--- config.mk ---
export PLATFORM = sky130hd
export DESIGN_NAME = kmp_pattern_search_with_line_count
export DESIGN_NICKNAME = d
export VERILOG_FILES = /design/src/hw/rtl/kmpl_pkg.sv /design/src/hw/rtl/kmpl_cell.sv /design/src/hw/rtl/kmpl_row.sv /design/src/hw/rtl/kmp_pattern_search_with_line_count.sv
export SDC_FILE = /design/constraint.sdc
export NUM_CORES = 1
export LEC_CHECK = 0
export BUFFER_PORTS_ARGS = -buffer_cell sky130_fd_sc_hd__buf_4
export CORE_ASPECT_RATIO = 1.75
export CORE_UTILIZATION = 39
export CTS_BUF_LIST = sky130_fd_sc_hd__clkbuf_8
export DETAILED_ROUTE_END_ITERATION = 10
export PLACE_DENSITY = 0.63
export RECOVER_POWER = 100
export SYNTH_ARGS = -nofsm -noshare
export SYNTH_HDL_FRONTEND = slang
export SYNTH_SLANG_ARGS = --single-unit
export TNS_END_PERCENT = 1
--- constraint.sdc ---
create_clock -name i_clk -period 14.9 [get_ports i_clk]
set_clock_uncertainty 0.1 [all_clocks]
set_input_delay 1.49 -clock i_clk [delete_from_list [all_inputs] [get_ports i_clk]]
set_output_delay 1.49 -clock i_clk [all_outputs]
set_load 0.02 [all_outputs]
--- src/hw/rtl/kmpl_pkg.sv ---
// Shared constants and types for the pattern search block with line counting.
// Used by the match cell, the cell row and the top level; depends on nothing.

package kmpl_pkg;

    // Pattern capacity; one match cell per stored pattern byte.
    localparam int MAX_PATTERN = 64;
    localparam int CELL_W      = (MAX_PATTERN > 1) ? $clog2(MAX_PATTERN) : 1;
    localparam int PROG_W      = $clog2(MAX_PATTERN + 1);

    // Fixed field widths of the request and result items.
    localparam int LEN_W  = 7;
    localparam int IDX_W  = 6;
    localparam int BYTE_W = 8;
    localparam int WORD_W = 32;

    localparam logic [BYTE_W-1:0] NEWLINE_BYTE = 8'h0A;

    // Request kinds carried on the input tuser.
    localparam logic [1:0] CMD_WRITE = 2'd0;
    localparam logic [1:0] CMD_START = 2'd1;
    localparam logic [1:0] CMD_TEXT  = 2'd2;

    // Register index taken from the word address.
    localparam logic REG_PATTERN_LENGTH = 1'b0;

    // Control broadcast from the top level to every cell of the row.
    typedef struct packed {
        logic              clear;     // drop all partial matches
        logic              shift;     // move partial matches one cell along
        logic              flush;     // progress has reached the length: restart
        logic [BYTE_W-1:0] data_byte; // text byte to compare, or pattern byte to store
        logic              wr_en;     // store data_byte into one cell
        logic [CELL_W-1:0] wr_idx;    // cell that takes the pattern byte
    } t_row_ctrl;

endpackage

--- src/hw/rtl/kmpl_cell.sv ---
// One match cell: holds one pattern byte and the flag that the pattern prefix
// ending at this byte is a suffix of the text seen so far. Uses kmpl_pkg.

module kmpl_cell import kmpl_pkg::*; (
    input  logic              i_clk,
    input  logic              i_rst_n,
    input  logic [CELL_W-1:0] i_cell_idx,
    input  t_row_ctrl         i_ctrl,
    input  logic              i_prev_hit,
    output logic              o_next_hit,
    output logic              o_hit,
    output logic [BYTE_W-1:0] o_pat
);

    logic              r_hit;
    logic [BYTE_W-1:0] r_pat;

    // The prefix grows by one byte when the neighbour matched and this byte agrees.
    assign o_next_hit = i_prev_hit && (i_ctrl.data_byte == r_pat);

    // Partial match flag; a clear wins over a shift.
    always_ff @(posedge i_clk) begin
        if (!i_rst_n) begin
            r_hit <= 1'b0;
        end else if (i_ctrl.clear) begin
            r_hit <= 1'b0;
        end else if (i_ctrl.shift) begin
            r_hit <= o_next_hit;
        end
    end

    // Pattern byte, written only by its own index.
    always_ff @(posedge i_clk) begin
        if (i_ctrl.wr_en && (i_ctrl.wr_idx == i_cell_idx)) begin
            r_pat <= i_ctrl.data_byte;
        end
    end

    assign o_hit = r_hit;
    assign o_pat = r_pat;

endmodule

--- src/hw/rtl/kmpl_row.sv ---
// Row of match cells chained through their partial match flags, with the
// progress encoder and the pattern read-out. Uses kmpl_pkg and kmpl_cell.

module kmpl_row import kmpl_pkg::*; (
    input  logic              i_clk,
    input  logic              i_rst_n,
    input  t_row_ctrl         i_ctrl,
    input  logic [CELL_W-1:0] i_rd_idx,
    input  logic [CELL_W-1:0] i_tap_idx,
    output logic [BYTE_W-1:0] o_rd_byte,
    output logic              o_tap_next,
    output logic [PROG_W-1:0] o_prog
);

    logic [MAX_PATTERN-1:0] w_hit;
    logic [MAX_PATTERN-1:0] w_prev;
    logic [MAX_PATTERN-1:0] w_next;
    logic [BYTE_W-1:0]      w_pat [MAX_PATTERN];

    // The empty prefix always matches; a flush leaves only that one.
    always_comb begin
        w_prev[0] = 1'b1;
        for (int k = 1; k < MAX_PATTERN; k++) begin
            w_prev[k] = w_hit[k-1] && !i_ctrl.flush;
        end
    end

    for (genvar g = 0; g < MAX_PATTERN; g++) begin : g_cell
        kmpl_cell u_cell (
            .i_clk      (i_clk),
            .i_rst_n    (i_rst_n),
            .i_cell_idx (CELL_W'(g)),
            .i_ctrl     (i_ctrl),
            .i_prev_hit (w_prev[g]),
            .o_next_hit (w_next[g]),
            .o_hit      (w_hit[g]),
            .o_pat      (w_pat[g])
        );
    end

    // Match progress is the longest prefix still alive.
    always_comb begin
        o_prog = '0;
        for (int k = 0; k < MAX_PATTERN; k++) begin
            if (w_hit[k]) begin
                o_prog = PROG_W'(k + 1);
            end
        end
    end

    // Completion tap at the last byte in use, and pattern read-out for replay.
    assign o_tap_next = w_next[i_tap_idx];
    assign o_rd_byte  = w_pat[i_rd_idx];

endmodule

--- src/hw/rtl/kmp_pattern_search_with_line_count.sv ---
// Top level of the first-occurrence pattern search with line counting:
// stream ports, register port, counters and replay control. Uses kmpl_pkg, kmpl_row.
//
//  Channel   Direction  Transfer condition              Contents
//  s_*       in         s_tvalid & s_tready             cmd, index, byte, start line, last
//  m_*       out        m_tvalid & m_tready             found, offset, line, done
//  APB       in/out     psel & penable & pwrite         pattern_length where paddr[2] is 0
//
// A request's result is registered at the clock edge that takes the request.
// A pattern write while a partial match is held replays the held prefix through
// the cell row, one byte a cycle: the input stalls until the whole prefix has
// been replayed. Synchronous reset clears the counters and partial matches;
// the pattern bytes stay undefined until written.
// The input is held off only by that replay or by a result that is not taken.

module kmp_pattern_search_with_line_count import kmpl_pkg::*; (
    input  logic              i_clk,
    input  logic              i_rst_n,
    // Input stream
    input  logic              s_tvalid,
    output logic              s_tready,
    input  logic [47:0]       s_tdata,  // pattern_index[5:0], data_byte[13:6],
                                        // start_line[45:14], zero[47:46]
    input  logic [1:0]        s_tuser,  // cmd[1:0]
    input  logic              s_tlast,  // last_text
    // Output stream
    output logic              m_tvalid,
    input  logic              m_tready,
    output logic [71:0]       m_tdata,  // match_offset[31:0], line_number[63:32],
                                        // done_res[64], zero[71:65]
    output logic              m_tuser,  // found
    // Register port
    input  logic              psel,
    input  logic              penable,
    input  logic              pwrite,
    input  logic [2:0]        paddr,
    input  logic [31:0]       pwdata,
    output logic [31:0]       prdata,
    output logic              pready
);

    typedef enum logic {ST_IDLE, ST_REPLAY} t_state;

    t_state            r_state;
    logic [LEN_W-1:0]  r_len;
    logic [WORD_W-1:0] r_offset;
    logic [WORD_W-1:0] r_line;
    logic              r_finished;
    logic [CELL_W-1:0] r_cnt;
    logic [PROG_W-1:0] r_rep_len;
    logic              r_out_valid;
    logic              r_out_found;
    logic [WORD_W-1:0] r_out_offset;
    logic [WORD_W-1:0] r_out_line;
    logic              r_out_done;

    logic [WORD_W-1:0] n_line;
    logic              n_finished;

    logic [IDX_W-1:0]  w_idx;
    logic [BYTE_W-1:0] w_byte;
    logic [WORD_W-1:0] w_start;
    logic              w_accept;
    logic              w_is_write;
    logic              w_is_start;
    logic              w_is_text;
    logic [PROG_W-1:0] w_m;
    logic [PROG_W-1:0] w_prog;
    logic              w_tap_next;
    logic [BYTE_W-1:0] w_rd_byte;
    logic              w_found;
    logic [WORD_W-1:0] w_match_off;
    t_row_ctrl         w_ctrl;

    // Request field unpacking.
    assign w_idx   = s_tdata[5:0];
    assign w_byte  = s_tdata[13:6];
    assign w_start = s_tdata[45:14];

    // A new request is taken when idle and the result slot is free or draining.
    assign s_tready = (r_state == ST_IDLE) && (!r_out_valid || m_tready);
    assign w_accept = s_tvalid && s_tready;

    assign w_is_write = w_accept && (s_tuser == CMD_WRITE)
                        && (32'(w_idx) < MAX_PATTERN);
    assign w_is_start = w_accept && (s_tuser == CMD_START);
    assign w_is_text  = w_accept && (s_tuser == CMD_TEXT) && !r_finished;

    // Length in use, held between one and the capacity.
    always_comb begin
        if (r_len == '0) begin
            w_m = PROG_W'(1);
        end else if (32'(r_len) > MAX_PATTERN) begin
            w_m = PROG_W'(MAX_PATTERN);
        end else begin
            w_m = PROG_W'(r_len);
        end
    end

    // Cell row control.
    always_comb begin
        w_ctrl.flush     = w_is_text && (w_prog >= w_m);
        w_ctrl.shift     = w_is_text || (r_state == ST_REPLAY);
        w_ctrl.clear     = w_is_start || (w_is_text && w_found)
                           || (w_is_write && (w_prog != '0));
        w_ctrl.data_byte = (r_state == ST_REPLAY) ? w_rd_byte : w_byte;
        w_ctrl.wr_en     = w_is_write;
        w_ctrl.wr_idx    = CELL_W'(w_idx);
    end

    kmpl_row u_row (
        .i_clk      (i_clk),
        .i_rst_n    (i_rst_n),
        .i_ctrl     (w_ctrl),
        .i_rd_idx   (r_cnt),
        .i_tap_idx  (CELL_W'(w_m - PROG_W'(1))),
        .o_rd_byte  (w_rd_byte),
        .o_tap_next (w_tap_next),
        .o_prog     (w_prog)
    );

    // A completed pattern reports the offset of its first byte.
    assign w_found     = w_is_text && w_tap_next;
    assign w_match_off = r_offset - WORD_W'(w_m) + WORD_W'(1);

    // Next line count and finish flag, shared by the counters and the result.
    always_comb begin
        if (w_is_start) begin
            n_line = w_start;
        end else if (w_is_text && (w_byte == NEWLINE_BYTE)) begin
            n_line = r_line + WORD_W'(1);
        end else begin
            n_line = r_line;
        end
        if (w_is_start) begin
            n_finished = 1'b0;
        end else if (w_is_text) begin
            n_finished = w_found || s_tlast;
        end else begin
            n_finished = r_finished;
        end
    end

    // Search counters and the length register.
    always_ff @(posedge i_clk) begin
        if (!i_rst_n) begin
            r_len      <= LEN_W'(1);
            r_offset   <= '0;
            r_line     <= '0;
            r_finished <= 1'b0;
        end else begin
            if (psel && penable && pwrite && pready
                && (paddr[2] == REG_PATTERN_LENGTH)) begin
                r_len <= pwdata[LEN_W-1:0];
            end
            if (w_is_start) begin
                r_offset <= '0;
            end else if (w_is_text) begin
                r_offset <= r_offset + WORD_W'(1);
            end
            r_line     <= n_line;
            r_finished <= n_finished;
        end
    end

    // Replay sequencer and the result register.
    always_ff @(posedge i_clk) begin
        if (!i_rst_n) begin
            r_state     <= ST_IDLE;
            r_cnt       <= '0;
            r_rep_len   <= '0;
            r_out_valid <= 1'b0;
        end else begin
            unique case (r_state)
                ST_IDLE: begin
                    if (w_is_write && (w_prog != '0)) begin
                        r_state   <= ST_REPLAY;
                        r_cnt     <= '0;
                        r_rep_len <= w_prog;
                    end
                end
                ST_REPLAY: begin
                    r_cnt <= r_cnt + CELL_W'(1);
                    if (PROG_W'(r_cnt) + PROG_W'(1) == r_rep_len) begin
                        r_state <= ST_IDLE;
                    end
                end
                default: begin
                    r_state <= ST_IDLE;
                end
            endcase

            if (w_accept) begin
                r_out_valid  <= 1'b1;
                r_out_found  <= w_found;
                r_out_offset <= w_found ? w_match_off : '0;
                r_out_line   <= n_line;
                r_out_done   <= n_finished;
            end else if (m_tready) begin
                r_out_valid <= 1'b0;
            end
        end
    end

    // Result stream.
    assign m_tvalid = r_out_valid;
    assign m_tuser  = r_out_found;
    assign m_tdata  = {7'b0, r_out_done, r_out_line, r_out_offset};

    // Register read-back; pready is always high, so writes complete with no wait states.
    assign pready = 1'b1;
    assign prdata = (paddr[2] == REG_PATTERN_LENGTH) ? {25'b0, r_len} : 32'b0;

endmodule
==> run_results.csv, run 1 <==
group,metric,value,unit
placed_design,dp.final_hpwl,132400,microns
yosys,yosysWarnings,0,
flow_run,maxCapViolCount,17,
cts,clock-sinks,729,
sta,hold_violations,0,
min_path,worstHoldStart,"u_row.g_cell[49].u_cell.o_hit",
sta,max-slew-margin-rel,-154.5,%
critical_path,r2r-end,"u_row.g_cell[44].u_cell.o_hit",
detailed_routing,drt_iter0_drc,3804,
critical_path,reg2reg_slack,2.60,ns
sta,timing.hold.ws,0.4112,ns
outcome,violations,"max-capacitance violations, max-slew violations",
sta,period_needed,12.30,ns
critical_path,crit_type,"reg2reg",
yosys,synth-seq-area-share,49.15,%
cts,cts_hold_buf,0,
floorplan,dieArea,107700,sq um
yosys,yosys_most_used_dff,"edfxtp_1",
yosys,ys_seq_elements,729,
yosys,netlist_area,41460,sq um
grt,grt_max_degree,110,
grt,grt_overflow,0,
cts,cts_root_buffer,"clkbuf_8",
yosys,syn_inst,3823,
cells_and_area,fillCellCount,10073,
sta,max_freq,81.31,MHz
cts,cts_tree,"yes",
detailed_routing,firstDrtPassIters,8,
power,irDropWorstVdd,0.05610,mV
detailed_routing,viasPerCell,6.384,
min_path,hold_depth,2,
sta,tightest_slew,3.818,ns
cts,htree_num_levels,3,
floorplan,floorplan.initialDensity,39.53,%
critical_path,critical_path.endpoint_type,"flip-flop",
cells_and_area,multi_input_area,19370,sq um
sta,setup-tns-final,0,ns
cts,clock_path_buffers,3,
outcome,status,"finished with violations",
grt,grt_antenna_before_repair,14,
grt,grt_pass1_vias,33462,
detailed_routing,vias,34392,
detailed_routing,drt_wl_total,189600,microns
detailed_routing,post_drt_wl_per_cell,35.20,microns
power,p_leak,14.24,nW
sta,finalWorstSetupSlack,2.601,ns
floorplan,die_h,433.3,microns
critical_path,critPathArrivalTime,12.96,ns
detailed_routing,drtAntennaViolNets,0,
min_path,hp-class,"reg2reg",
critical_path,timing.rr.start,"r_cnt[2]",
cts,clk_latency,0.88,ns
yosys,synth-edff-count,578,
yosys,synth_cell_types,104,
placed_design,place_ws,5.562,ns
power,power.density,94.53,nW/um^2
sta,rsz0062_at_grt,"false",
yosys,syn_area_per_cell,10.85,sq um
critical_path,crit_required,15.56,ns
cts,cts_buffers,106,
sta,slew_violations,575,
sta,finalSetupViolations,0,
cells_and_area,final_nets,4111,
yosys,async_reset_ff_share,0,%
floorplan,ios,201,
floorplan,die_w,248.5,microns
floorplan,core,104900,sq um
placed_design,finalWeightedCongestion,1.088,
placed_design,port_buffers,138,
cts,post-cts-setup-buffers,0,
sta,period_share,82.54,%
cells_and_area,area.growth.synth_to_final,9.545,%
critical_path,start_kind,"flip-flop",
grt,grt_pass1_wl,258500,microns
cells_and_area,drive_gt1_share,9.353,%
floorplan,rows,157,
cts,clkTransAtPathRegs,0.08,ns
critical_path,critPathMaxFanout,51,
grt,grtUsageTotal,34.76,%
critical_path,r2r_cells,19,
cts,cts_resized,0,
min_path,whs_endpoint,"u_row.g_cell[49].u_cell.o_hit",
cells_and_area,regArea,20380,sq um
detailed_routing,drcViolationCount,0,
critical_path,crit_start,"r_cnt[2]",
## cells in the mapped netlist, drive strengths merged, types with 8 or more instances
cell type	instances	area, sq um
a2111oi	22	212.7
a211oi	33	252.7
a21boi	33	247.7
a21oi	142	710.7
a221oi	10	87.58
a22oi	49	367.9
a311oi	10	87.58
a31o	8	70.07
a31oi	30	230.2
and2	63	436.7
and3	26	162.7
and4	12	105.1
buf	145	1085
clkbuf	102	385.4
dfxtp	151	3023
edfxtp	578	17360
ha	71	888.4
inv	94	352.8
mux2i	274	2743
nand2	237	892.1
nand2b	20	125.1
nand3	138	695.7
nand4	61	394.1
nor2	334	1279
nor2b	33	229.0
nor3	69	350.3
nor4	91	618.1
o2111ai	23	207.7
o211ai	26	200.2
o21a	13	97.59
o21ai	92	460.4
o221ai	15	131.4
o22ai	81	506.7
o311ai	10	87.58
o31ai	24	180.2
o41ai	13	128.9
or3	15	93.84
or4	18	138.9
xnor2	402	3521
xor2	137	1200
## sequential cells by signal, summed over array words and instances (netlist names)
signal                     count
u_row.g_cell.u_cell.o_pat    512
u_row.g_cell.u_cell.o_hit     64
r_line                        32
r_offset                      32
r_out_line                    32
r_out_offset                  32
r_len                          7
r_rep_len                      7
r_cnt                          6
m_tuser                        1
m_tvalid                       1
r_finished                     1
r_out_done                     1
r_state                        1
## worst max-delay path by stage
| stage | depth (start not counted) | endpoint | slack (ns) |
|---|---|---|---|
| after detailed placement | 28 | u_row.g_cell[4].u_cell.o_hit | 5.56 |
| after floorplan | 28 | u_row.g_cell[6].u_cell.o_hit | 9.10 |
| final | 19 | u_row.g_cell[44].u_cell.o_hit | 2.60 |
| after CTS | 28 | u_row.g_cell[48].u_cell.o_hit | 5.49 |
| after global routing | 19 | u_row.g_cell[0].u_cell.o_hit | 2.38 |
| after global placement | 28 | u_row.g_cell[45].u_cell.o_hit | 5.60 |
## per-layer routing
layer	global-route usage, %	wire (microns)	vias to the layer above
met4	34.57	22970	8
met3	9.329	17350	945
met1	34.30	60700	16708
met5	0	54	-
li1	-	-	14373
met2	58.46	88560	2358
## critical path, cell delays in order (launching register included)
cell and delay (ns):
dfxtp_4 0.49, buf_4 0.70, clkbuf_1 2.72, mux2i_1 0.39, a22oi_1 0.17, nand3_1 0.21, a31oi_1 0.19, nor2_4 0.13
clkbuf_1 1.69, inv_4 0.68, xnor2_1 0.47, nand4_1 0.14, nor3_1 1.00, a211oi_1 0.19, nor4_1 0.93, nor4_2 0.12
nor2_4 0.70, nor3_4 0.33, buf_4 0.37, and2_2 0.23
## placed cells by master (no fill, tap or decap), drive strengths merged, types with 37 or more instances in the layout
master	instances
nand3	138
nor3	69
ha	71
edfxtp	578
xnor2	402
nand4	61
and2	63
clkinv	37
nor2	334
inv	122
mux2i	274
o22ai	81
dfxtp	151
xor2	137
clkbuf	200
buf	143
a21oi	142
nor4	91
o21ai	92
nand2	237
a22oi	49
## cell type report
cell class              instances  share of cell area (%)
repair buffers                231                   3.113
flip-flops and latches        729                   44.88
diodes                          5                 0.02755
multi-input cells            2780                   42.65
inverters                      98                  0.8402
clock inverters                81                   1.369
clock buffers                 112                   3.394
well taps                    1351                   3.722
## per-stage QoR
step | total power, mW | area (sq um) | util [%] | instances
5_1_grt | 4.386 | 45410 | 43.29 | 5384
4_1_cts | 4.300 | 45800 | 43.66 | 5381
3_3_place_gp | 2.601 | 43640 | 41.60 | 5188
3_5_place_dp | 2.605 | 43640 | 41.60 | 5188
2_1_floorplan | 2.469 | 41580 | - | 3854
6_report | 4.293 | 45420 | 43.30 | 5387
## kinds of logic after synthesis
logic type	share of synthesized area (%)
and+or+nand+nor	13.92
DFF	49.15
AOI/OAI and AO/OA	11.82
xor gates and xnor gates	11.39
buffers and inverters	4.433
muxes	7.076
adders and majority gates	2.191
other	0.01811
## power breakdown
group / switching [mW] / total [mW] / internal (mW)
combinational: 0.252 / 0.348 / 0.0962
clock: 0.856 / 1.73 / 0.870
sequential: 0.00861 / 2.22 / 2.21
Note: power is estimated with default switching activity, not from simulation.
==> inputs of run 2 (changes only) <==
Settings changed: ABC_AREA from default to 1, PLACE_DENSITY 0.63 to 0.65.
Clock period 14.9 ns to 10.3 ns, I/O delays scaled along.
==> run_results.csv, run 2 <==
group,metric,value,unit
grt,grt_overflow,0,
grt,grt.met2_usage,47.42,%
cells_and_area,final_common_cell,"nor2_1",
detailed_routing,vias,33630,
flow_run,maxCapViolCount,10,
cts,clk_latency,0.82,ns
sta,period_share,95.23,%
critical_path,start_kind,"flip-flop",
yosys,async_reset_ff_share,0,%
placed_design,place_ws,1.430,ns
cts,post-cts-setup-buffers,0,
cells_and_area,fillCellCount,9755,
sta,setup-tns-final,0,ns
detailed_routing,drcViolationCount,0,
cells_and_area,multi_input_area,16140,sq um
yosys,yosysWarnings,0,
yosys,synth_cell_types,64,
critical_path,critPathBufInv,5,
yosys,synthTopCellsByCount,"608 x nor2_1, 578 x edfxtp_1, 482 x o21ai_0, 469 x nand2_1, 305 x inv_1",
cells_and_area,regArea,20390,sq um
cts,clock_path_buffers,3,
min_path,hp-class,"in2reg",
floorplan,dieArea,101600,sq um
power,irDropWorstVdd,0.08317,mV
critical_path,critPathArrivalTime,10.41,ns
sta,tightest_slew,3.453,ns
outcome,violations,"max-capacitance violations, max-slew violations",
yosys,synth-edff-count,578,
sta,period_needed,9.809,ns
placed_design,place_area,41080,sq um
grt,grt_max_degree,168,
cells_and_area,area.growth.synth_to_final,9.446,%
sta,max-slew-margin-rel,-130.2,%
sta,max_freq,101.9,MHz
floorplan,core,99350,sq um
floorplan,die_w,241.4,microns
detailed_routing,post_drt_wl_per_cell,24.60,microns
cts,cts_hold_buf,0,
cells_and_area,fin_area,42810,sq um
cts,clock-sinks,729,
grt,grtUsageMet3,5.088,%
critical_path,cpPeakStageDelay,1.42,ns
cts,cts_tree,"yes",
detailed_routing,drt_iter0_drc,3388,
grt,grt_antenna_before_repair,1,
cells_and_area,largest_reg_flops,512,
sta,finalSetupViolations,0,
critical_path,critPathMaxFanout,87,
cells_and_area,drive_gt1_share,7.509,%
yosys,ys_seq_elements,729,
cells_and_area,final_nets,4489,
cells_and_area,final_util,43.09,%
cts,htree_num_levels,3,
yosys,netlist.area_leader.share,44.37,%
yosys,synth_largest_area_cell,"edfxtp_1",
yosys,syn_area_per_cell,9.169,sq um
yosys,yosys_most_used_dff,"edfxtp_1",
floorplan,rows,153,
critical_path,crit_type,"reg2reg",
detailed_routing,drtAntennaViolNets,0,
floorplan,die_h,420.9,microns
yosys,yosys.cell_count.top_type,"nor2_1",
power,p_leak,15.36,nW
cts,cts_resized,0,
grt,grt_pass1_wl,203200,microns
placed_design,port_buffers,138,
sta,rsz0062_at_grt,"false",
grt,grt.busiest_layer,"met2",
power,power.density,141.3,nW/um^2
cells_and_area,final_cell_mix,"607 x nor2_1, 578 x edfxtp_1, 488 x o21ai_0",
critical_path,crit_required,10.90,ns
critical_path,critical_path.slowest_cell,"clkbuf_1",
grt,grtUsageTotal,27.29,%
detailed_routing,viasPerCell,5.872,
placed_design,dp.final_hpwl,94900,microns
critical_path,cpLargestDelayFamily,"buffers and inverters",
yosys,syn_inst,4266,
cts,clkTransAtPathRegs,0.07,ns
sta,finalWorstSetupSlack,0.4912,ns
floorplan,ios,201,
grt,grtUsageMet1,27.82,%
critical_path,cpMostUsedCell,"nand2_1",
detailed_routing,drt_wl_total,140900,microns
cts,cts_root_buffer,"clkbuf_8",
sta,slew_violations,359,
yosys,synth-seq-area-share,52.10,%
detailed_routing,firstDrtPassIters,8,
critical_path,critical_path.endpoint_type,"flip-flop",
grt,grt_pass1_vias,32589,
outcome,status,"finished with violations",
sta,hold_violations,0,
yosys,yosys-top-cells-area,"edfxtp_1 44%, dfxtp_1 7.7%, o21ai_0 6.2%, nor2_1 5.8%, nand2_1 4.5%",
placed_design,finalWeightedCongestion,1.020,
cts,cts_buffers,101,
floorplan,floorplan.initialDensity,39.37,%
yosys,netlist_area,39120,sq um
run 2: cell types whose count changed after synthesis, moves of 53 or more:
cell / delta
xor2_1: +64
inv_1: +217
nand2_1: +233
o22ai_1: +53
xnor2_1: -375
o21ai_0: +393
buf_2: +62
a21oi_1: +146
mux2i_1: -274
nor2_1: +278
run 2: logic make-up (layout without fill, tap and decap cells):
family,Yosys count,in the layout,share of synthesized area (%)
AOI/OAI and AO/OA,1187,1187,17.76
xor gates and xnor gates,228,228,5.105
adders and majority gates,72,72,2.322
buffers and inverters,609,720,7.056
DFF,729,729,52.10
other,2,35,0.01920
and+or+nand+nor,1439,1439,15.63
run 2: through the flow:
step | total power, mW | hold slack, ns | std cells
detailed placement | 3.734 | 0.3820 | 5536
finish | 6.051 | 0.3616 | 5727
global route | 6.211 | 0.3909 | 5726
global placement | 3.729 | 0.3674 | 5536
CTS | 6.071 | 0.3219 | 5723
floorplan | 3.558 | 0.3550 | 4297
run 2: worst paths after layout:
path / from / to / slack [ns] / depth (start not counted)
setup / recovery: r_cnt[0] / u_row.g_cell[23].u_cell.o_hit / 0.49 / 26
hold / removal: pwdata[0] / r_len[0] / 0.36 / 3
setup reg to reg: r_cnt[0] / u_row.g_cell[23].u_cell.o_hit / 0.49 / 26
hold reg to reg: r_rep_len[1] / r_rep_len[1] / 0.39 / 2
run 2: routing by layer:
metal  vias up  part of all wire [%]
li1      15182                     -
met1     15964                    33
met2      1855                    50
met3       629                   7.8
met4         0                   9.3
met5         -                     0
run 2: area by class of cell:
class,instances,share of cell area (%)
antenna,2,0.01169
clock buffer,116,3.729
clock inverter,71,1.146
inverter,316,2.809
multi-input combinational,2959,37.69
sequential,729,47.63
tap,1317,3.849
timing repair buffer,217,3.136
run 2: report_power, final:
| group | internal (mW) | switching (mW) | total [mW] | leakage, nW |
|---|---|---|---|---|
| Clock | 1.21 | 1.18 | 2.38 | 1.18 |
| Sequential | 3.20 | 0.00980 | 3.21 | 6.45 |
| Combinational | 0.114 | 0.348 | 0.463 | 7.73 |
| Total | 4.52 | 1.53 | 6.05 | 15.4 |
run 2: worst reg2reg max path, stage by stage, from the launching register on:
cell and delay, ns:
dfxtp_4 0.55, inv_6 0.60, clkbuf_1 1.43, o21ai_0 0.24
o22ai_1 0.42, o21ai_0 0.18, o221ai_1 0.63, nand3_1 0.16
nand2_1 0.11, nand2_1 0.05, nand2_1 0.61, clkinv_2 0.81
buf_4 0.52, nand2_1 0.11, o21ai_0 0.08, a221oi_1 0.25
nand3_1 0.11, nor4_1 0.87, a21oi_1 0.14, nand2_1 0.12
nand3_1 0.12, o211ai_1 0.28, a311o_1 0.37, nand3_4 0.12
nand3_4 0.31, buf_4 0.33, nor2_1 0.08
